`src/sv/rlfx_pkg.sv`:
```
package rlfx_pkg;

	localparam int SINE_TABLE_ENTRIES = 256;
	localparam int HUE_SECTOR_STEPS   = 256;

	localparam int COLOR_W    = 8;
	localparam int PERIOD_W   = 24;
	localparam int COUNT_W    = 25;
	localparam int CFG_IDX_W  = 3;
	localparam int DIV_NUM_W  = COUNT_W + 1;
	localparam int DIV_REM_W  = PERIOD_W;
	localparam int DIV_STEP_W = $clog2(DIV_NUM_W + 1);

	localparam int PHASE_W    = $clog2(4 * SINE_TABLE_ENTRIES);
	localparam int QUAD_K_W   = $clog2(SINE_TABLE_ENTRIES);
	localparam int SINE_IDX_W = QUAD_K_W + 1;
	localparam int MUL_W      = SINE_IDX_W + 1;
	localparam int AB_W       = 2 * QUAD_K_W + 1;
	localparam int SINE_Q_W   = 16;
	localparam int SIN_NUM_W  = AB_W + SINE_Q_W + 4;
	localparam int SINE_D        = (2 * SINE_TABLE_ENTRIES) * (2 * SINE_TABLE_ENTRIES);
	localparam int SINE_DEN_BASE = 5 * SINE_D;
	localparam int FULL_Q16      = 65535;
	localparam int FAC_SUM_W     = SINE_Q_W + 1;
	localparam int FAC_NUM_W     = FAC_SUM_W + COLOR_W;
	localparam int FAC_DIVISOR   = 2 * FULL_Q16;

	localparam int HUE_SPAN   = 6 * HUE_SECTOR_STEPS;
	localparam int HUE_W      = $clog2(HUE_SPAN);
	localparam int FRAC_W     = $clog2(HUE_SECTOR_STEPS);
	localparam int HUE_NUM_W  = PERIOD_W + HUE_W;

	localparam logic [1:0] MODE_SOLID = 2'd0;
	localparam logic [1:0] MODE_CYCLE = 2'd1;
	localparam logic [1:0] MODE_FLASH = 2'd2;

	localparam logic [CFG_IDX_W-1:0] CFG_MODE   = 3'd0;
	localparam logic [CFG_IDX_W-1:0] CFG_RED    = 3'd1;
	localparam logic [CFG_IDX_W-1:0] CFG_GREEN  = 3'd2;
	localparam logic [CFG_IDX_W-1:0] CFG_BLUE   = 3'd3;
	localparam logic [CFG_IDX_W-1:0] CFG_BRIGHT = 3'd4;
	localparam logic [CFG_IDX_W-1:0] CFG_PERIOD = 3'd5;

	typedef struct packed {
		logic [1:0]          mode;
		logic [COLOR_W-1:0]  red;
		logic [COLOR_W-1:0]  green;
		logic [COLOR_W-1:0]  blue;
		logic [COLOR_W-1:0]  bright;
		logic [PERIOD_W-1:0] period;
	} cfg_t;

	typedef struct packed {
		logic                  start;
		logic [DIV_REM_W-1:0]  rem_init;
		logic [DIV_NUM_W-1:0]  num;
		logic [DIV_REM_W-1:0]  divisor;
		logic [DIV_STEP_W-1:0] steps;
	} div_cmd_t;

	typedef struct packed {
		logic                 done;
		logic [DIV_NUM_W-1:0] quo;
		logic [DIV_REM_W-1:0] rem;
	} div_stat_t;

	typedef struct packed {
		logic               valid;
		logic [COLOR_W-1:0] red;
		logic [COLOR_W-1:0] green;
		logic [COLOR_W-1:0] blue;
	} res_t;

	typedef enum logic [4:0] {
		ST_IDLE,
		ST_HUE_CHK,
		ST_HUE_DIV,
		ST_HUE_MUL,
		ST_FL_MOD,
		ST_FL_PHS,
		ST_FL_AB,
		ST_FL_SIN,
		ST_FL_SWAIT,
		ST_FL_FAC,
		ST_MUL_R,
		ST_MUL_G,
		ST_MUL_B,
		ST_SCL_R,
		ST_SCL_G,
		ST_SCL_B,
		ST_DONE
	} seq_state_t;

endpackage

```
`src/sv/rlfx_div.sv`:
```
module rlfx_div import rlfx_pkg::*; (
	input  logic      clk,
	input  logic      arst_n,
	input  div_cmd_t  cmd,
	output div_stat_t stat
);

	logic                  busy_q;
	logic                  done_q;
	logic [DIV_STEP_W-1:0] cnt_q;
	logic [DIV_REM_W-1:0]  rem_q;
	logic [DIV_REM_W-1:0]  dvs_q;
	logic [DIV_NUM_W-1:0]  num_q;
	logic [DIV_NUM_W-1:0]  quo_q;
	logic [DIV_REM_W:0]    trial;
	logic [DIV_REM_W:0]    diff;
	logic                  take;

	assign trial = {rem_q, num_q[DIV_NUM_W-1]};
	assign take  = trial >= {1'b0, dvs_q};
	assign diff  = trial - {1'b0, dvs_q};

	always_ff @(posedge clk or negedge arst_n) begin
		if (!arst_n) begin
			busy_q <= 1'b0;
			done_q <= 1'b0;
			cnt_q  <= '0;
		end else if (cmd.start) begin
			busy_q <= 1'b1;
			done_q <= 1'b0;
			cnt_q  <= cmd.steps;
		end else if (busy_q) begin
			cnt_q <= cnt_q - 1'b1;
			if (cnt_q == DIV_STEP_W'(1)) begin
				busy_q <= 1'b0;
				done_q <= 1'b1;
			end
		end else begin
			done_q <= 1'b0;
		end
	end

	always_ff @(posedge clk) begin
		if (cmd.start) begin
			rem_q <= cmd.rem_init;
			num_q <= cmd.num;
			dvs_q <= cmd.divisor;
			quo_q <= '0;
		end else if (busy_q) begin
			rem_q <= take ? diff[DIV_REM_W-1:0] : trial[DIV_REM_W-1:0];
			num_q <= {num_q[DIV_NUM_W-2:0], 1'b0};
			quo_q <= {quo_q[DIV_NUM_W-2:0], take};
		end
	end

	assign stat.done = done_q;
	assign stat.quo  = quo_q;
	assign stat.rem  = rem_q;

endmodule

```
`src/sv/rlfx_seq.sv`:
```
module rlfx_seq import rlfx_pkg::*; (
	input  logic               clk,
	input  logic               arst_n,
	input  cfg_t               cfg,
	input  logic               in_valid,
	output logic               in_ready,
	input  logic [COLOR_W-1:0] elapsed_ticks,
	output res_t               res,
	input  logic               res_ready,
	output div_cmd_t           div_cmd,
	input  div_stat_t          div_stat
);

	seq_state_t state_q, state_d;

	logic [COUNT_W-1:0]   tc_q;
	logic [COUNT_W-1:0]   t_q;
	logic [HUE_W-1:0]     h_q;
	logic [PHASE_W-1:0]   p_q;
	logic [AB_W-1:0]      ab_q;
	logic [COLOR_W-1:0]   f_q;
	logic [COLOR_W-1:0]   r_q, g_q, b_q;

	logic                 accept;
	logic [COUNT_W:0]     sum_in;
	logic                 t_over;
	logic [HUE_NUM_W-1:0] hue_num;
	logic [QUAD_K_W-1:0]  quad_k;
	logic [SINE_IDX_W-1:0] sine_idx;
	logic [DIV_REM_W-1:0] sin_den;
	logic [SIN_NUM_W-1:0] sin_num;
	logic [SINE_Q_W-1:0]  mag;
	logic [FAC_SUM_W-1:0] fac_sum;
	logic [FAC_NUM_W-1:0] fac_num;
	logic [MUL_W-1:0]     mul_a, mul_b;
	logic [2*MUL_W-1:0]   mul_p;
	logic [16:0]          rnd_y;
	logic [17:0]          rnd_s;
	logic [COLOR_W-1:0]   m8;
	logic [15:0]          rise_s;
	logic [COLOR_W-1:0]   rise;
	logic [COLOR_W-1:0]   fall;
	logic [HUE_W-FRAC_W-1:0] sector;

	assign in_ready = (state_q == ST_IDLE);
	assign accept   = in_valid && in_ready;
	assign sum_in   = {1'b0, tc_q} + (COUNT_W+1)'(elapsed_ticks);
	assign t_over   = t_q > COUNT_W'(cfg.period);
	assign hue_num  = HUE_NUM_W'(t_q[PERIOD_W-1:0]) * HUE_NUM_W'(HUE_SPAN);

	assign quad_k   = p_q[QUAD_K_W-1:0];
	assign sine_idx = p_q[QUAD_K_W] ? (SINE_IDX_W'(SINE_TABLE_ENTRIES) - SINE_IDX_W'(quad_k))
	                                : SINE_IDX_W'(quad_k);
	assign sin_den  = DIV_REM_W'(SINE_DEN_BASE) - DIV_REM_W'({ab_q, 2'b00});
	assign sin_num  = (SIN_NUM_W'(ab_q) << (SINE_Q_W + 4)) - (SIN_NUM_W'(ab_q) << 4)
	                + SIN_NUM_W'(sin_den >> 1);

	assign mag     = div_stat.quo[SINE_Q_W-1:0];
	assign fac_sum = p_q[PHASE_W-1] ? (FAC_SUM_W'(FULL_Q16) - FAC_SUM_W'(mag))
	                                : (FAC_SUM_W'(FULL_Q16) + FAC_SUM_W'(mag));
	assign fac_num = (FAC_NUM_W'(fac_sum) << COLOR_W) - FAC_NUM_W'(fac_sum)
	               + FAC_NUM_W'(FULL_Q16);

	assign mul_p = mul_a * mul_b;

	// Rounded product of two 8-bit fractions, (a*b + 127) / 255.
	assign rnd_y = 17'(mul_p[15:0]) + 17'd127;
	assign rnd_s = 18'(rnd_y) + 18'(rnd_y >> 8) + 18'd1;
	assign m8    = rnd_s[15:8];

	assign rise_s = mul_p[15:0] + 16'(HUE_SECTOR_STEPS / 2);
	assign rise   = COLOR_W'(rise_s >> FRAC_W);
	assign fall   = cfg.bright - rise;
	assign sector = h_q[HUE_W-1:FRAC_W];

	always_comb begin
		mul_a = '0;
		mul_b = '0;
		case (state_q)
			ST_MUL_R: begin
				mul_a = MUL_W'(cfg.red);
				mul_b = MUL_W'(cfg.bright);
			end
			ST_MUL_G: begin
				mul_a = MUL_W'(cfg.green);
				mul_b = MUL_W'(cfg.bright);
			end
			ST_MUL_B: begin
				mul_a = MUL_W'(cfg.blue);
				mul_b = MUL_W'(cfg.bright);
			end
			ST_SCL_R: begin
				mul_a = MUL_W'(r_q);
				mul_b = MUL_W'(f_q);
			end
			ST_SCL_G: begin
				mul_a = MUL_W'(g_q);
				mul_b = MUL_W'(f_q);
			end
			ST_SCL_B: begin
				mul_a = MUL_W'(b_q);
				mul_b = MUL_W'(f_q);
			end
			ST_HUE_MUL: begin
				mul_a = MUL_W'(cfg.bright);
				mul_b = MUL_W'(h_q[FRAC_W-1:0]);
			end
			ST_FL_AB: begin
				mul_a = MUL_W'(sine_idx);
				mul_b = MUL_W'(2 * SINE_TABLE_ENTRIES) - MUL_W'(sine_idx);
			end
			default: begin
				mul_a = '0;
				mul_b = '0;
			end
		endcase
	end

	always_comb begin
		state_d         = state_q;
		div_cmd.start   = 1'b0;
		div_cmd.rem_init = '0;
		div_cmd.num     = '0;
		div_cmd.divisor = cfg.period;
		div_cmd.steps   = '0;
		res.valid       = 1'b0;
		res.red         = r_q;
		res.green       = g_q;
		res.blue        = b_q;
		case (state_q)
			ST_IDLE: begin
				if (accept) begin
					case (cfg.mode)
						MODE_CYCLE: begin
							state_d = ST_HUE_CHK;
						end
						MODE_FLASH: begin
							div_cmd.start = 1'b1;
							div_cmd.num   = sum_in;
							div_cmd.steps = DIV_STEP_W'(DIV_NUM_W);
							state_d       = ST_FL_MOD;
						end
						default: begin
							state_d = ST_MUL_R;
						end
					endcase
				end
			end
			ST_HUE_CHK: begin
				if (t_over) begin
					state_d = ST_HUE_MUL;
				end else begin
					div_cmd.start    = 1'b1;
					div_cmd.rem_init = hue_num[HUE_NUM_W-1:HUE_W];
					div_cmd.num      = {hue_num[HUE_W-1:0], (DIV_NUM_W-HUE_W)'(0)};
					div_cmd.steps    = DIV_STEP_W'(HUE_W);
					state_d          = ST_HUE_DIV;
				end
			end
			ST_HUE_DIV: begin
				if (div_stat.done) begin
					state_d = ST_HUE_MUL;
				end
			end
			ST_HUE_MUL: begin
				state_d = ST_DONE;
			end
			ST_FL_MOD: begin
				if (div_stat.done) begin
					div_cmd.start    = 1'b1;
					div_cmd.rem_init = div_stat.rem;
					div_cmd.steps    = DIV_STEP_W'(PHASE_W);
					state_d          = ST_FL_PHS;
				end
			end
			ST_FL_PHS: begin
				if (div_stat.done) begin
					state_d = ST_FL_AB;
				end
			end
			ST_FL_AB: begin
				state_d = ST_FL_SIN;
			end
			ST_FL_SIN: begin
				div_cmd.start    = 1'b1;
				div_cmd.rem_init = DIV_REM_W'(sin_num[SIN_NUM_W-1:SINE_Q_W]);
				div_cmd.num      = {sin_num[SINE_Q_W-1:0], (DIV_NUM_W-SINE_Q_W)'(0)};
				div_cmd.divisor  = sin_den;
				div_cmd.steps    = DIV_STEP_W'(SINE_Q_W);
				state_d          = ST_FL_SWAIT;
			end
			ST_FL_SWAIT: begin
				if (div_stat.done) begin
					div_cmd.start    = 1'b1;
					div_cmd.rem_init = DIV_REM_W'(fac_num[FAC_NUM_W-1:COLOR_W]);
					div_cmd.num      = {fac_num[COLOR_W-1:0], (DIV_NUM_W-COLOR_W)'(0)};
					div_cmd.divisor  = DIV_REM_W'(FAC_DIVISOR);
					div_cmd.steps    = DIV_STEP_W'(COLOR_W);
					state_d          = ST_FL_FAC;
				end
			end
			ST_FL_FAC: begin
				if (div_stat.done) begin
					state_d = ST_MUL_R;
				end
			end
			ST_MUL_R: begin
				state_d = ST_MUL_G;
			end
			ST_MUL_G: begin
				state_d = ST_MUL_B;
			end
			ST_MUL_B: begin
				state_d = (cfg.mode == MODE_FLASH) ? ST_SCL_R : ST_DONE;
			end
			ST_SCL_R: begin
				state_d = ST_SCL_G;
			end
			ST_SCL_G: begin
				state_d = ST_SCL_B;
			end
			ST_SCL_B: begin
				state_d = ST_DONE;
			end
			ST_DONE: begin
				res.valid = 1'b1;
				if (res_ready) begin
					state_d = ST_IDLE;
				end
			end
			default: begin
				state_d = ST_IDLE;
			end
		endcase
	end

	always_ff @(posedge clk or negedge arst_n) begin
		if (!arst_n) begin
			state_q <= ST_IDLE;
			tc_q    <= '0;
		end else begin
			state_q <= state_d;
			if (state_q == ST_HUE_CHK) begin
				tc_q <= t_over ? '0 : t_q;
			end else if (state_q == ST_FL_MOD && div_stat.done) begin
				tc_q <= COUNT_W'(div_stat.rem);
			end
		end
	end

	always_ff @(posedge clk) begin
		case (state_q)
			ST_IDLE: begin
				if (accept) begin
					t_q <= sum_in[COUNT_W] ? '1 : sum_in[COUNT_W-1:0];
				end
			end
			ST_HUE_CHK: begin
				if (t_over) begin
					h_q <= '0;
				end
			end
			ST_HUE_DIV: begin
				if (div_stat.done) begin
					h_q <= (div_stat.quo >= DIV_NUM_W'(HUE_SPAN)) ? '0
					                                              : div_stat.quo[HUE_W-1:0];
				end
			end
			ST_HUE_MUL: begin
				case (sector)
					3'd0: begin
						r_q <= cfg.bright;
						g_q <= rise;
						b_q <= '0;
					end
					3'd1: begin
						r_q <= fall;
						g_q <= cfg.bright;
						b_q <= '0;
					end
					3'd2: begin
						r_q <= '0;
						g_q <= cfg.bright;
						b_q <= rise;
					end
					3'd3: begin
						r_q <= '0;
						g_q <= fall;
						b_q <= cfg.bright;
					end
					3'd4: begin
						r_q <= rise;
						g_q <= '0;
						b_q <= cfg.bright;
					end
					default: begin
						r_q <= cfg.bright;
						g_q <= '0;
						b_q <= fall;
					end
				endcase
			end
			ST_FL_PHS: begin
				if (div_stat.done) begin
					p_q <= div_stat.quo[PHASE_W-1:0];
				end
			end
			ST_FL_AB: begin
				ab_q <= mul_p[AB_W-1:0];
			end
			ST_FL_FAC: begin
				if (div_stat.done) begin
					f_q <= div_stat.quo[COLOR_W-1:0];
				end
			end
			ST_MUL_R, ST_SCL_R: begin
				r_q <= m8;
			end
			ST_MUL_G, ST_SCL_G: begin
				g_q <= m8;
			end
			ST_MUL_B, ST_SCL_B: begin
				b_q <= m8;
			end
			default: begin
			end
		endcase
	end

endmodule

```
`src/sv/rgb_led_effect_generator.sv`:
```
// Channel  Handshake               Payload
// in       in_valid / in_ready     elapsed_ticks
// out      out_valid / out_ready   red, green, blue
// cfg      cfg_valid / cfg_ready   cfg_index, cfg_data
//
// Each accepted input beat is worked through before the next is taken. Solid mode uses the shared
// multiplier; hue cycle mode adds the shared radix-2 divider, skipped once the count runs past the
// period; flash mode adds divider steps (period remainder, phase, sine entry, flash factor).
// Reset is asynchronous and active low; it restores the register defaults and clears the
// time counter. A stalled output holds its beat; the next input beat is still taken, and its
// result then waits in the sequencer, with the input not ready, until the output register frees.
module rgb_led_effect_generator import rlfx_pkg::*; (
	input  logic                 clk,
	input  logic                 arst_n,
	input  logic                 in_valid,
	output logic                 in_ready,
	input  logic [COLOR_W-1:0]   elapsed_ticks,
	output logic                 out_valid,
	input  logic                 out_ready,
	output logic [COLOR_W-1:0]   red,
	output logic [COLOR_W-1:0]   green,
	output logic [COLOR_W-1:0]   blue,
	input  logic                 cfg_valid,
	output logic                 cfg_ready,
	input  logic [CFG_IDX_W-1:0] cfg_index,
	input  logic [PERIOD_W-1:0]  cfg_data
);

	logic [1:0]          mode_q;
	logic [COLOR_W-1:0]  red_cfg_q;
	logic [COLOR_W-1:0]  green_cfg_q;
	logic [COLOR_W-1:0]  blue_cfg_q;
	logic [COLOR_W-1:0]  bright_q;
	logic [PERIOD_W-1:0] period_q;
	logic                out_valid_q;
	logic [COLOR_W-1:0]  red_q, green_q, blue_q;

	cfg_t      cfg;
	res_t      res;
	logic      res_ready;
	div_cmd_t  div_cmd;
	div_stat_t div_stat;

	assign cfg_ready = 1'b1;

	always_ff @(posedge clk or negedge arst_n) begin
		if (!arst_n) begin
			mode_q      <= MODE_SOLID;
			red_cfg_q   <= 8'd255;
			green_cfg_q <= 8'd255;
			blue_cfg_q  <= 8'd255;
			bright_q    <= 8'd255;
			period_q    <= 24'd1000;
		end else if (cfg_valid && cfg_ready) begin
			case (cfg_index)
				CFG_MODE:   mode_q      <= cfg_data[1:0];
				CFG_RED:    red_cfg_q   <= cfg_data[COLOR_W-1:0];
				CFG_GREEN:  green_cfg_q <= cfg_data[COLOR_W-1:0];
				CFG_BLUE:   blue_cfg_q  <= cfg_data[COLOR_W-1:0];
				CFG_BRIGHT: bright_q    <= cfg_data[COLOR_W-1:0];
				CFG_PERIOD: period_q    <= cfg_data;
				default: begin
				end
			endcase
		end
	end

	// A zero period behaves as a period of one tick.
	assign cfg.mode   = mode_q;
	assign cfg.red    = red_cfg_q;
	assign cfg.green  = green_cfg_q;
	assign cfg.blue   = blue_cfg_q;
	assign cfg.bright = bright_q;
	assign cfg.period = (period_q == '0) ? PERIOD_W'(1) : period_q;

	rlfx_div u_div (
		.clk    (clk),
		.arst_n (arst_n),
		.cmd    (div_cmd),
		.stat   (div_stat)
	);

	rlfx_seq u_seq (
		.clk           (clk),
		.arst_n        (arst_n),
		.cfg           (cfg),
		.in_valid      (in_valid),
		.in_ready      (in_ready),
		.elapsed_ticks (elapsed_ticks),
		.res           (res),
		.res_ready     (res_ready),
		.div_cmd       (div_cmd),
		.div_stat      (div_stat)
	);

	assign res_ready = !out_valid_q || out_ready;

	always_ff @(posedge clk or negedge arst_n) begin
		if (!arst_n) begin
			out_valid_q <= 1'b0;
		end else if (res.valid && res_ready) begin
			out_valid_q <= 1'b1;
		end else if (out_ready) begin
			out_valid_q <= 1'b0;
		end
	end

	always_ff @(posedge clk) begin
		if (res.valid && res_ready) begin
			red_q   <= res.red;
			green_q <= res.green;
			blue_q  <= res.blue;
		end
	end

	assign out_valid = out_valid_q;
	assign red       = red_q;
	assign green     = green_q;
	assign blue      = blue_q;

endmodule

```
`config.mk`:
```
export PLATFORM = sky130hd
export DESIGN_NAME = rgb_led_effect_generator
export DESIGN_NICKNAME = d
export VERILOG_FILES = /design/src/sv/rlfx_pkg.sv /design/src/sv/rlfx_div.sv /design/src/sv/rlfx_seq.sv /design/src/sv/rgb_led_effect_generator.sv
export SDC_FILE = /design/constraint.sdc
export NUM_CORES = 1
export LEC_CHECK = 0
export BUFFER_PORTS_ARGS = -buffer_cell sky130_fd_sc_hd__buf_4
export CAP_MARGIN = 20
export CORE_UTILIZATION = 50
export CTS_CLUSTER_SIZE = 28
export DETAILED_ROUTE_END_ITERATION = 8
export HOLD_SLACK_MARGIN = 0.03
export PLACE_DENSITY = 0.66
export SLEW_MARGIN = 20
export SYNTH_ARGS = -nofsm -noshare
export SYNTH_HDL_FRONTEND = slang
export SYNTH_SLANG_ARGS = --single-unit
```
`constraint.sdc`:
```
create_clock -name clk -period 10.96 [get_ports clk]
set_input_delay 1.096 -clock clk [delete_from_list [all_inputs] [get_ports clk]]
set_output_delay 1.096 -clock clk [all_outputs]
set_load 0.01 [all_outputs]
```
* After elaboration in Yosys (flattened, before gate mapping)
Cells that the tools add are included.
** Cells by class
- Reductions and logical operators :: 38
- Magnitude comparators :: 3
- Add/sub/neg operators :: 17
- Muxes and demuxes :: 61
- Eq/ne operators :: 38
- $mul :: 2
** Operator list (number)
- 26-bit 2-to-1 mux :: 4
- 26-bit case mux with 4 select lines :: 1
- 25-bit 2-to-1 mux :: 4
- 24-bit 2-to-1 mux :: 4
- 24-bit case mux with 4 select lines :: 1
- 80-bit 2-to-1 mux :: 1
- 5-bit case mux with 16 select lines :: 1
- 8-bit case mux with 3 select lines :: 3
- 9-bit case mux with 8 select lines :: 1
- 5-bit 2-to-1 mux :: 12
- 51-bit 2-to-1 mux :: 1
- 24-bit case mux with 2 select lines :: 1
- 8-bit case mux with 2 select lines :: 3
- 5-bit by 4-bit == test with 1-bit output (second input constant) :: 8
- 10-bit case mux with 4 select lines :: 1
- 37-bit by 23-bit adder with 37-bit output :: 1
- 37-bit by 21-bit subtractor with 37-bit output :: 1
- 11-bit 2-to-1 mux :: 3
- 25-bit by 8-bit adder with 26-bit output :: 1
- 26-bit by 11-bit greater-or-equal comparator with 1-bit output (second input constant) :: 1
- 24-bit by 2-bit multiplier with 26-bit output (second input constant) :: 1
- 25-bit by 16-bit adder with 25-bit output (second input constant) :: 1
- 25-bit by 24-bit greater-or-equal comparator with 1-bit output :: 1
- 25-bit by 24-bit greater-than comparator with 1-bit output :: 1
- 46 further kinds :: 102
** Word-level totals
- Output and inout bits :: 27
- Bits of input ports :: 40
- Flip-flop bits (word level) :: 315
- Word-level logic and storage cells :: 186

* Depth between registers and ports, before layout
Gate-level depths: netlist of the first run.
- Word-level depth :: 9
- Depth in mapped cells :: 38
- Gate-level depth less buffers :: 38

* By module
A second synthesis of the first run with hierarchy kept.
** Unflattened totals
- Cells, all modules :: 2625
- Area, all modules :: 24943.9 um^2
** Modules (own cells, without submodules)
- rlfx_seq :: sequential area each 3603.5 um^2, cells an instance 1967, times used 1, area an instance 16081.7 um^2
- rlfx_div :: sequential area each 2917.8 um^2, cells an instance 468, times used 1, area an instance 5664.2 um^2
- rgb_led_effect_generator :: sequential area each 2244.7 um^2, cells an instance 190, times used 1, area an instance 3198.1 um^2

* Worst setup path after synthesis of the first run
OpenSTA, ideal clock, no wires.
- Path type :: register to register
- Start point :: reg u_seq.state_q[2]
- End point :: reg u_seq.b_q[7], data pin
- Path buffers :: 4
- Stages on the path, launching flop included :: 34
- Required time :: 10683 ps
- Setup time :: 277 ps
- Path slack :: 2413 ps
- Arrival time :: 8270 ps
- Clock period less this slack :: 8547 ps
- Path through :: dfrtp_1 -> buf_4 -> clkbuf_1 -> nor2b_1 -> nand2_1 -> clkbuf_1 -> clkinv_1 -> a21boi_1 -> or2_2 -> fa_1 -> inv_1 -> fa_1 -> inv_1 -> fa_1 -> fa_1 -> inv_1 -> ha_1 -> or2_2 -> o31ai_1 -> xnor2_1 -> ha_1 -> nand4_2 -> or3_1 -> nor3b_2 -> nand2b_1 -> xnor2_1 -> ha_1 -> and3_1 -> buf_1 -> o2111ai_1 -> a311oi_2 -> o211ai_1 -> xor2_1 -> a22oi_1
** On the way
- Word-level cells in the longest chain between the ends :: 8
- Elaborated cells between the ends (all ways) :: 21
- Classes of those cells :: add/sub (5); mul (1); eq/ne (8); mux (4); reduce/logical (3)
** Ends and longest elaborated chain
- start: declaration :: RTL line rlfx_seq.sv:14 : seq_state_t state_q, state_d;
- start signal: assignment :: RTL line rlfx_seq.sv:242 : state_q <= state_d;
- 5-bit by 4-bit == test with 1-bit output :: RTL line rlfx_seq.sv:79 : case (state_q)
- 3-bit OR reduction (no line)
- 10-bit case mux with 4 select lines :: RTL line rlfx_seq.sv:79
- 9-bit by 10-bit multiplier with 17-bit output * :: RTL line rlfx_seq.sv:64 : assign mul_p = mul_a * mul_b;
- via u_seq.mul_p[8] :: RTL line rlfx_seq.sv:36 : logic [2*MUL_W-1:0] mul_p;
- 16-bit by 7-bit adder with 17-bit output or 16-bit by 8-bit adder with 16-bit output (tied branches) :: RTL line rlfx_seq.sv:67, rlfx_seq.sv:71
- 16-bit by 9-bit adder with 16-bit output or 8-bit subtractor (tied branches) :: RTL line rlfx_seq.sv:68, rlfx_seq.sv:73
- 16-bit by 1-bit adder with 16-bit output or 8-bit case mux with 3 select lines (tied branches) :: RTL line rlfx_seq.sv:68, rlfx_seq.sv:270
- 8-bit case mux with 2 select lines * :: RTL line rlfx_seq.sv:252 : case (state_q)
- end signal: assignment :: RTL line rlfx_seq.sv:284 : b_q <= rise;
- end signal: assignment :: RTL line rlfx_seq.sv:289 : b_q <= cfg.bright;
- end signal: assignment :: RTL line rlfx_seq.sv:294 : b_q <= cfg.bright;
- end: declaration :: RTL line rlfx_seq.sv:22 : logic [COLOR_W-1:0] r_q, g_q, b_q;
The timed path passes the listed nets; every way through them passes the cells marked *.
A chain may end at the register's enable or synchronous reset.

* Worst setup path after layout of the first run
- Start point :: reg u_seq.state_q[2]
- End point :: reg u_seq.g_q[7], data pin
** On the way
- Word-level cells in the longest chain between the ends :: 8
- Elaborated cells between the ends (all ways) :: 21
- Classes of those cells :: add/sub (5); mul (1); eq/ne (8); mux (4); reduce/logical (3)
** Ends and longest elaborated chain
- 5-bit by 4-bit == test with 1-bit output :: RTL line rlfx_seq.sv:79
- 3-bit OR reduction (no line)
- 10-bit case mux with 4 select lines :: RTL line rlfx_seq.sv:79
- 9-bit by 10-bit multiplier with 17-bit output * :: RTL line rlfx_seq.sv:64
- via u_seq.mul_p[8] :: RTL line rlfx_seq.sv:36
- 16-bit by 7-bit adder with 17-bit output or 16-bit by 8-bit adder with 16-bit output (tied branches) :: RTL line rlfx_seq.sv:67, rlfx_seq.sv:71
- 16-bit by 9-bit adder with 16-bit output or 8-bit subtractor (tied branches) :: RTL line rlfx_seq.sv:68, rlfx_seq.sv:73
- 16-bit by 1-bit adder with 16-bit output or 8-bit case mux with 3 select lines (tied branches) :: RTL line rlfx_seq.sv:68, rlfx_seq.sv:270
- 8-bit case mux with 2 select lines * :: RTL line rlfx_seq.sv:252
- end signal: assignment :: RTL line rlfx_seq.sv:273 : g_q <= rise;
- end signal: assignment :: RTL line rlfx_seq.sv:278 : g_q <= cfg.bright;
- end signal: assignment :: RTL line rlfx_seq.sv:283 : g_q <= cfg.bright;
- end: declaration :: RTL line rlfx_seq.sv:22
Marks and branches as above.

==> results of run 1 <==
==> synth_stat cells (7+ instances only) <==
cell                       instances
sky130_fd_sc_hd__a211o_1          14
sky130_fd_sc_hd__a211oi_1         12
sky130_fd_sc_hd__a21o_1           52
sky130_fd_sc_hd__a21oi_1         142
sky130_fd_sc_hd__a221oi_1         18
sky130_fd_sc_hd__a222oi_1         18
sky130_fd_sc_hd__a22oi_1          22
sky130_fd_sc_hd__a31oi_1          14
sky130_fd_sc_hd__and2_1           24
sky130_fd_sc_hd__and3_1           32
sky130_fd_sc_hd__buf_1            11
sky130_fd_sc_hd__clkbuf_1         82
sky130_fd_sc_hd__dfrtp_1          58
sky130_fd_sc_hd__dfstp_2          38
sky130_fd_sc_hd__dfxtp_1          26
sky130_fd_sc_hd__edfxtp_1        193
sky130_fd_sc_hd__fa_1             61
sky130_fd_sc_hd__ha_1            177
sky130_fd_sc_hd__inv_1           216
sky130_fd_sc_hd__mux2_2           57
sky130_fd_sc_hd__mux2i_1          74
sky130_fd_sc_hd__nand2_1         166
sky130_fd_sc_hd__nand2b_1         30
sky130_fd_sc_hd__nand3_1          73
sky130_fd_sc_hd__nand4_1          18
sky130_fd_sc_hd__nand4b_1          9
sky130_fd_sc_hd__nor2_1          224
sky130_fd_sc_hd__nor2b_1          27
sky130_fd_sc_hd__nor3_1           43
sky130_fd_sc_hd__nor4_1           21
sky130_fd_sc_hd__o211ai_1         20
sky130_fd_sc_hd__o21a_1           17
sky130_fd_sc_hd__o21ai_0         135
sky130_fd_sc_hd__o21bai_1         16
sky130_fd_sc_hd__o221ai_1          7
sky130_fd_sc_hd__o22ai_1          27
sky130_fd_sc_hd__o31ai_1          12
sky130_fd_sc_hd__or2_2            41
sky130_fd_sc_hd__or3_1            23
sky130_fd_sc_hd__xnor2_1         120
sky130_fd_sc_hd__xor2_1           56
==> worst max path at each step <==
stage / endpoint / slack [ns] / cells after the start
finish: u_seq.g_q[7] / 1.16 / 30
global route: u_seq.b_q[5] / 0.68 / 27
CTS: u_seq.g_q[7] / 1.22 / 28
detailed placement: u_seq.g_q[7] / 1.24 / 28
global placement: u_seq.r_q[7] / 1.35 / 29
floorplan: u_seq.b_q[7] / 2.41 / 33
==> power by group <==
group / switching (mW) / internal, mW / total (mW)
clock: 0.537 / 0.729 / 1.27
sequential: 0.445 / 1.88 / 2.32
combinational: 3.87 / 2.39 / 6.26
==> logic make-up (layout without fill, tap and decap cells) <==
logic type / after synthesis / in the layout
and+or+nand+nor: 771 / 771
AOI/OAI and AO/OA: 620 / 620
buffers and inverters: 325 / 378
DFF: 315 / 315
adders and majority gates: 238 / 238
xor gates and xnor gates: 178 / 178
muxes: 131 / 131
other: 2 / 10
==> layout make-up <==
cell class	count	area, sq um
Multi-Input combinational cell	1947	14600
Clock buffer	48	1010
Timing Repair Buffer	92	691
Tap cell	615	769
Inverter	218	818
Fill cell	4223	21200
Sequential cell	315	8770
Clock inverter	20	216
Antenna cell	1	2.50
==> routing by layer <==
layer,GRT usage,part of all wire,routed length (um)
met2,0.508,0.47,36100
met4,0.165,0.056,4270
met3,0.0386,0.062,4720
met5,0,0,0
met1,0.388,0.41,31400
==> state kept, by name, indices dropped and copies added, names as in the netlist, 10 cells and up <==
| register | cells |
|---|---|
| u_div.num_q | 26 |
| u_div.quo_q | 26 |
| u_seq.t_q | 25 |
| u_seq.tc_q | 25 |
| period_q | 24 |
| u_div.dvs_q | 24 |
| u_div.rem_q | 24 |
| u_seq.ab_q | 17 |
| u_seq.h_q | 11 |
| u_seq.p_q | 10 |
==> impl_metrics.prom, run 1 <==
# TYPE chip_impl_metric gauge
chip_impl_info{name="cts_root_buffer",value="sky130_fd_sc_hd__clkbuf_16"} 1
chip_impl_metric{name="arrival",unit="ns"} 10.10
chip_impl_metric{name="timing_hold_violations_final",unit=""} 0
chip_impl_metric{name="r2r_cells",unit=""} 30
chip_impl_metric{name="post_synth_instance_area",unit="sq mm"} 0.0246
chip_impl_metric{name="cts_max_level",unit=""} 2
chip_impl_metric{name="drive_gt1_frac",unit=""} 0.125
chip_impl_metric{name="cp_max_fo",unit=""} 20
chip_impl_metric{name="ff2ff_setup_slack",unit="ns"} 1.16
chip_impl_metric{name="final_nets",unit=""} 2889
chip_impl_metric{name="cp_num_buf_inv",unit=""} 3
chip_impl_metric{name="timing.max_cap.violations",unit=""} 0
chip_impl_info{name="reg2reg_from",value="u_seq.state_q[2]"} 1
chip_impl_metric{name="cts_resized",unit=""} 0
chip_impl_metric{name="detail_route.drc_violations",unit=""} 0
chip_impl_info{name="rsz0062_at_grt",value="false"} 1
chip_impl_metric{name="clock_sinks",unit=""} 315
chip_impl_info{name="dominant_combinational_cell_family_by_area_after_synthesis",value="compound AO/OA/AOI/OAI gates"} 1
chip_impl_metric{name="clock_insertion_delay_worst_skew",unit="ns"} 0.58
chip_impl_metric{name="power_leakage",unit="nW"} 11.5
chip_impl_metric{name="worst_ep_required_time",unit="ns"} 11.26
chip_impl_metric{name="seq_area_frac_synth",unit=""} 0.357
chip_impl_metric{name="drv_slew",unit=""} 0
chip_impl_metric{name="initial_core_util",unit=""} 0.511
chip_impl_metric{name="yosysWarningCount",unit=""} 0
chip_impl_metric{name="synth_top_area_frac",unit=""} 0.236
chip_impl_metric{name="synthCells",unit=""} 2580
chip_impl_metric{name="vdd_ir_drop_max",unit="mV"} 0.676
chip_impl_info{name="postSynth.topFlopCell",value="sky130_fd_sc_hd__edfxtp_1"} 1
chip_impl_metric{name="post-route-period-util",unit=""} 0.894
chip_impl_metric{name="post_synth_xor_area_fraction",unit=""} 0.0643
chip_impl_metric{name="p_per_area",unit="mW/mm^2"} 367
chip_impl_info{name="tritoncts_clock_tree",value="yes"} 1
chip_impl_metric{name="numCtsBuffers",unit=""} 37
chip_impl_metric{name="synth_seq_cells",unit=""} 315
chip_impl_metric{name="drt-total-wl",unit="um"} 76500
chip_impl_metric{name="route.antenna.remaining_nets",unit=""} 0
chip_impl_metric{name="clock.fmax",unit="MHz"} 102
chip_impl_metric{name="async_set_or_reset_flop_fraction_in_the_synthesized_netlist",unit=""} 0.305
chip_impl_metric{name="utilization",unit=""} 0.559
chip_impl_metric{name="placed_cells",unit=""} 3187
chip_impl_metric{name="post_synth.cell_area_avg",unit="sq um"} 9.52
chip_impl_info{name="final_common_cell",value="sky130_fd_sc_hd__nor2_1"} 1
chip_impl_metric{name="synth_edf_count",unit=""} 193
chip_impl_metric{name="worst_pin_slew",unit="ns"} 1.06
chip_impl_metric{name="viasPerCell",unit=""} 6.27
chip_impl_metric{name="cts.hold.buffers_added",unit=""} 0
chip_impl_info{name="critical_path.startpoint_type",value="flop"} 1
chip_impl_metric{name="row_cnt",unit=""} 80
chip_impl_metric{name="number_of_different_library_cells_in_the_post_synthesis_netlist",unit=""} 104
chip_impl_metric{name="core-area",unit="sq mm"} 0.0480
chip_impl_info{name="synthTopCellsByArea",value="sky130_fd_sc_hd__edfxtp_1, sky130_fd_sc_hd__ha_1, sky130_fd_sc_hd__dfrtp_1, sky130_fd_sc_hd__fa_1, sky130_fd_sc_hd__xnor2_1"} 1
chip_impl_info{name="final_cell_mix",value="sky130_fd_sc_hd__nor2_1, sky130_fd_sc_hd__inv_1, sky130_fd_sc_hd__edfxtp_1"} 1
chip_impl_metric{name="buffers_from_clock_root_to_sink_at_most",unit=""} 3
chip_impl_metric{name="die-height",unit="um"} 224
chip_impl_metric{name="dr.pass1.iters",unit=""} 6
chip_impl_metric{name="stdcell_count",unit=""} 3256
chip_impl_metric{name="die-area",unit="sq mm"} 0.0500
chip_impl_metric{name="die_w",unit="um"} 224
chip_impl_metric{name="num_vias",unit=""} 20400
chip_impl_metric{name="fin_worst_skew",unit="ns"} 0.0289
chip_impl_metric{name="layout-area-overhead-vs-synth",unit="%"} 9.33
chip_impl_metric{name="grt_antenna_before_repair",unit=""} 0
chip_impl_metric{name="gr-total-overflow",unit=""} 0
chip_impl_metric{name="hold-worst-slack",unit="ns"} 0.494
chip_impl_info{name="critical-path-top-delay-family",value="simple AND/OR/NAND/NOR gates"} 1
chip_impl_metric{name="drt_first_iter_violations",unit=""} 1715
chip_impl_metric{name="number_of_global_route_vias_before_repair",unit=""} 20000
chip_impl_metric{name="finalWorstSetupSlack",unit="ns"} 1.16
chip_impl_metric{name="design_area",unit="sq mm"} 0.0269
chip_impl_metric{name="io_pins",unit=""} 67
chip_impl_info{name="critical_path_class",value="flop to flop"} 1
chip_impl_metric{name="worst_slew_margin_relative_to_its_limit",unit=""} 0.287
chip_impl_metric{name="worst_path_largest_cell_delay",unit="ns"} 0.68
chip_impl_info{name="yosys.area.top_type",value="sky130_fd_sc_hd__edfxtp_1"} 1
chip_impl_info{name="setup.worst_path.start",value="u_seq.state_q[2]"} 1
chip_impl_metric{name="p_total",unit="mW"} 9.85
chip_impl_metric{name="routability_congestion_estimate_from_global_placement",unit=""} 0.988
chip_impl_metric{name="yosys.area_share.simple",unit=""} 0.157
chip_impl_info{name="crit_slowest_cell",value="sky130_fd_sc_hd__dfrtp_1"} 1
chip_impl_metric{name="synth-adder-area-share",unit=""} 0.140
chip_impl_metric{name="path_clk_slew",unit="ns"} 0.06
chip_impl_metric{name="setup-violations-final",unit=""} 0
chip_impl_metric{name="dp.final_hpwl",unit="um"} 58900
chip_impl_metric{name="grt_first_pass_wirelength",unit="um"} 117000
chip_impl_metric{name="layout_min_cycle_time",unit="ns"} 9.80
chip_impl_metric{name="groute.usage.overall",unit=""} 0.305
chip_impl_metric{name="cts_setup_buffers",unit=""} 0
chip_impl_info{name="sort_of_element_at_the_end_of_the_critical_path",value="flop"} 1
chip_impl_info{name="timing.hold.worst.class",value="input port to asynchronous set/reset pin"} 1
chip_impl_info{name="crit_path_frequent_cell",value="sky130_fd_sc_hd__fa_1"} 1
chip_impl_metric{name="synthesized_area_fraction_occupied_by_ao_oa_aoi_and_oai_cells",unit=""} 0.173
chip_impl_metric{name="io_buffer_count",unit=""} 65
chip_impl_metric{name="setup_total_negative_slack",unit="ns"} 0
chip_impl_metric{name="grt_max_degree",unit=""} 73
chip_impl_info{name="endpoint_of_the_worst_slack_reg_to_reg_timing_path",value="u_seq.g_q[7]"} 1
chip_impl_metric{name="synth.mux.area_fraction",unit=""} 0.0563
chip_impl_info{name="outcome",value="completed"} 1
chip_impl_metric{name="wl_per_cell",unit="um"} 23.5
chip_impl_metric{name="pre_cts_slack",unit="ns"} 1.24
chip_impl_metric{name="detailed_place.area",unit="sq mm"} 0.0256
Power figures use the tool's default switching activity.
==> inputs of run 2 (changes only) <==
--- a/config.mk
+++ b/config.mk
@@ -7,11 +7,13 @@
 export LEC_CHECK = 0
 export BUFFER_PORTS_ARGS = -buffer_cell sky130_fd_sc_hd__buf_4
 export CAP_MARGIN = 20
-export CORE_UTILIZATION = 50
+export CELL_PAD_IN_SITES_DETAIL_PLACEMENT = 2
+export CELL_PAD_IN_SITES_GLOBAL_PLACEMENT = 2
+export CORE_UTILIZATION = 33
 export CTS_CLUSTER_SIZE = 28
 export DETAILED_ROUTE_END_ITERATION = 8
 export HOLD_SLACK_MARGIN = 0.03
-export PLACE_DENSITY = 0.66
+export PLACE_DENSITY_LB_ADDON = 0.1
 export SLEW_MARGIN = 20
 export SYNTH_ARGS = -nofsm -noshare
 export SYNTH_HDL_FRONTEND = slang
==> impl_metrics.prom, run 2 (synthesis gave the netlist of run 1 again) <==
# TYPE chip_impl_metric gauge
chip_impl_metric{name="ff2ff_setup_slack",unit="ns"} 0.57
chip_impl_metric{name="clock_sinks",unit=""} 315
chip_impl_info{name="final_common_cell",value="sky130_fd_sc_hd__nor2_1"} 1
chip_impl_metric{name="viasPerCell",unit=""} 5.62
chip_impl_metric{name="dp.final_hpwl",unit="um"} 76000
chip_impl_metric{name="power.share.combinational",unit=""} 0.638
chip_impl_info{name="critical_path_class",value="flop to flop"} 1
chip_impl_metric{name="layout_min_cycle_time",unit="ns"} 10.39
chip_impl_metric{name="final_layout_fill_cell_count",unit=""} 7947
chip_impl_metric{name="row_cnt",unit=""} 99
chip_impl_info{name="tritoncts_clock_tree",value="yes"} 1
chip_impl_metric{name="grt_first_pass_wirelength",unit="um"} 145000
chip_impl_metric{name="worst_slew_margin_relative_to_its_limit",unit=""} 0.239
chip_impl_metric{name="number_of_global_route_vias_before_repair",unit=""} 22600
chip_impl_metric{name="finalWorstSetupSlack",unit="ns"} 0.567
chip_impl_metric{name="pre_cts_slack",unit="ns"} 0.613
chip_impl_info{name="reg2reg_from",value="u_seq.state_q[1]"} 1
chip_impl_metric{name="layout-area-overhead-vs-synth",unit="%"} 12.3
chip_impl_metric{name="cts_setup_buffers",unit=""} 0
chip_impl_info{name="critical_path.startpoint_type",value="flop"} 1
chip_impl_metric{name="grt_max_degree",unit=""} 71
chip_impl_metric{name="vdd_ir_drop_max",unit="mV"} 0.363
chip_impl_info{name="largestRegisters",value="u_div.num_q (26), u_div.quo_q (26)"} 1
chip_impl_metric{name="io_pins",unit=""} 67
chip_impl_metric{name="worst_path_largest_cell_delay",unit="ns"} 0.90
chip_impl_metric{name="numCtsBuffers",unit=""} 41
chip_impl_metric{name="groute.usage.overall",unit=""} 0.255
chip_impl_metric{name="sequentialPowerShare",unit=""} 0.226
chip_impl_metric{name="post-route-period-util",unit=""} 0.948
chip_impl_metric{name="multiInputGateArea",unit="sq mm"} 0.0146
chip_impl_metric{name="final_nets",unit=""} 2903
chip_impl_metric{name="buffers_from_clock_root_to_sink_at_most",unit=""} 3
chip_impl_metric{name="clock.fmax",unit="MHz"} 96.2
chip_impl_metric{name="worst_pin_slew",unit="ns"} 1.13
chip_impl_metric{name="timing.max_cap.violations",unit=""} 0
chip_impl_metric{name="wl_per_cell",unit="um"} 26.5
chip_impl_metric{name="num_vias",unit=""} 20300
chip_impl_info{name="timing.hold.worst.class",value="input port to asynchronous set/reset pin"} 1
chip_impl_metric{name="routability_congestion_estimate_from_global_placement",unit=""} 0.921
chip_impl_metric{name="die-height",unit="um"} 275
chip_impl_metric{name="detail_route.drc_violations",unit=""} 0
chip_impl_metric{name="utilization",unit=""} 0.376
chip_impl_metric{name="die-area",unit="sq mm"} 0.0755
chip_impl_metric{name="cts.hold.buffers_added",unit=""} 0
chip_impl_metric{name="cts_resized",unit=""} 0
chip_impl_info{name="final_cell_mix",value="sky130_fd_sc_hd__nor2_1, sky130_fd_sc_hd__inv_1, sky130_fd_sc_hd__edfxtp_1"} 1
chip_impl_metric{name="p_int",unit="mW"} 5.14
chip_impl_metric{name="worst_ep_required_time",unit="ns"} 11.29
chip_impl_metric{name="gr-total-overflow",unit=""} 0
chip_impl_info{name="crit_slowest_cell",value="sky130_fd_sc_hd__dfrtp_1"} 1
chip_impl_info{name="crit_path_frequent_cell",value="sky130_fd_sc_hd__fa_1"} 1
chip_impl_metric{name="core-area",unit="sq mm"} 0.0733
chip_impl_metric{name="initial_core_util",unit=""} 0.335
chip_impl_metric{name="power_leakage",unit="nW"} 11.7
chip_impl_metric{name="arrival",unit="ns"} 10.72
chip_impl_metric{name="drv_slew",unit=""} 0
chip_impl_metric{name="antenna_diodes",unit=""} 0
chip_impl_metric{name="setup-violations-final",unit=""} 0
chip_impl_metric{name="drt_first_iter_violations",unit=""} 1182
chip_impl_metric{name="path_clk_slew",unit="ns"} 0.07
chip_impl_metric{name="drive_gt1_frac",unit=""} 0.135
chip_impl_metric{name="seq_area",unit="sq mm"} 0.00877
chip_impl_info{name="endpoint_of_the_worst_slack_reg_to_reg_timing_path",value="u_seq.r_q[7]"} 1
chip_impl_metric{name="total_switching_power",unit="mW"} 5.19
chip_impl_metric{name="clock_insertion_delay_worst_skew",unit="ns"} 0.59
chip_impl_metric{name="grt_antenna_before_repair",unit=""} 0
chip_impl_info{name="sort_of_element_at_the_end_of_the_critical_path",value="flop"} 1
chip_impl_info{name="cts_root_buffer",value="sky130_fd_sc_hd__clkbuf_16"} 1
chip_impl_metric{name="cp_max_fo",unit=""} 26
chip_impl_metric{name="fin_worst_skew",unit="ns"} 0.0472
chip_impl_metric{name="timing_hold_violations_final",unit=""} 0
chip_impl_metric{name="dr.pass1.iters",unit=""} 5
chip_impl_metric{name="io_buffer_count",unit=""} 65
chip_impl_metric{name="switching_share",unit=""} 0.503
chip_impl_metric{name="die_w",unit="um"} 275
chip_impl_info{name="rsz0062_at_grt",value="false"} 1
chip_impl_metric{name="r2r_cells",unit=""} 31
chip_impl_metric{name="setup_total_negative_slack",unit="ns"} 0
chip_impl_metric{name="p_per_area",unit="mW/mm^2"} 375
chip_impl_metric{name="route.antenna.remaining_nets",unit=""} 0
chip_impl_info{name="outcome",value="completed"} 1
chip_impl_metric{name="power.share.clock",unit=""} 0.135
chip_impl_metric{name="cts_max_level",unit=""} 2
chip_impl_metric{name="drt-total-wl",unit="um"} 95800
run 2: worst max path at each step:
stage                     slack [ns]  cells past startpoint            to              from
after global placement          0.79                     29  u_seq.r_q[7]  u_seq.state_q[0]
final                           0.57                     31  u_seq.r_q[7]  u_seq.state_q[1]
after global routing            0.07                     32  u_seq.g_q[4]  u_seq.state_q[1]
after CTS                       0.59                     29  u_seq.r_q[7]  u_seq.state_q[1]
after detailed placement        0.61                     29  u_seq.r_q[7]  u_seq.state_q[1]
after floorplan                 2.41                     33  u_seq.b_q[7]  u_seq.state_q[2]
run 2: through the flow:
step,power (mW),hold slack (ns),area [sq um],instances
3_5_place_dp,8.94,0.476,26200,3541
2_1_floorplan,6.70,0.406,24600,2587
4_1_cts,10.4,0.460,27600,3617
3_3_place_gp,8.71,0.485,26100,3539
5_1_grt,11.1,0.490,27600,3617
6_report,10.3,0.466,27600,3617
run 2: power by group through the flow:
stage          registers (mW)  clock network [mW]  logic (mW)
2_1_floorplan            2.07                   0        4.63
3_3_place_gp             2.34                   0        6.37
3_5_place_dp             2.36                   0        6.59
4_1_cts                  2.34                1.43        6.64
5_1_grt                  2.38                1.47        7.25
6_report                 2.34                1.40        6.60
run 2: worst max-delay path: cells and delay by family, from the launching register on:
kind | cells | cell delay [ns]
flops | 1 | 0.90
fa+ha+maj | 6 | 2.95
buf+inv | 5 | 0.52
simple gates | 9 | 2.99
compound gates | 7 | 0.93
xor+xnor | 4 | 1.80
run 2: per-layer routing:
| layer | GRT usage | wire, um | up-vias |
|---|---|---|---|
| li1 | - | - | 9399 |
| met1 | 0.311 | 41400 | 10500 |
| met2 | 0.464 | 48600 | 278 |
| met3 | 0.0219 | 2120 | 131 |
| met4 | 0.0928 | 3580 | 0 |
| met5 | 0 | 0 | - |
run 2: area by class of cell:
type | count | area share
multi-input cells | 1947 | 0.530
inverters | 218 | 0.0297
flip-flops and latches | 315 | 0.318
clock inverters | 17 | 0.00554
repair buffers | 102 | 0.0276
well taps | 959 | 0.0435
clock buffers | 59 | 0.0454
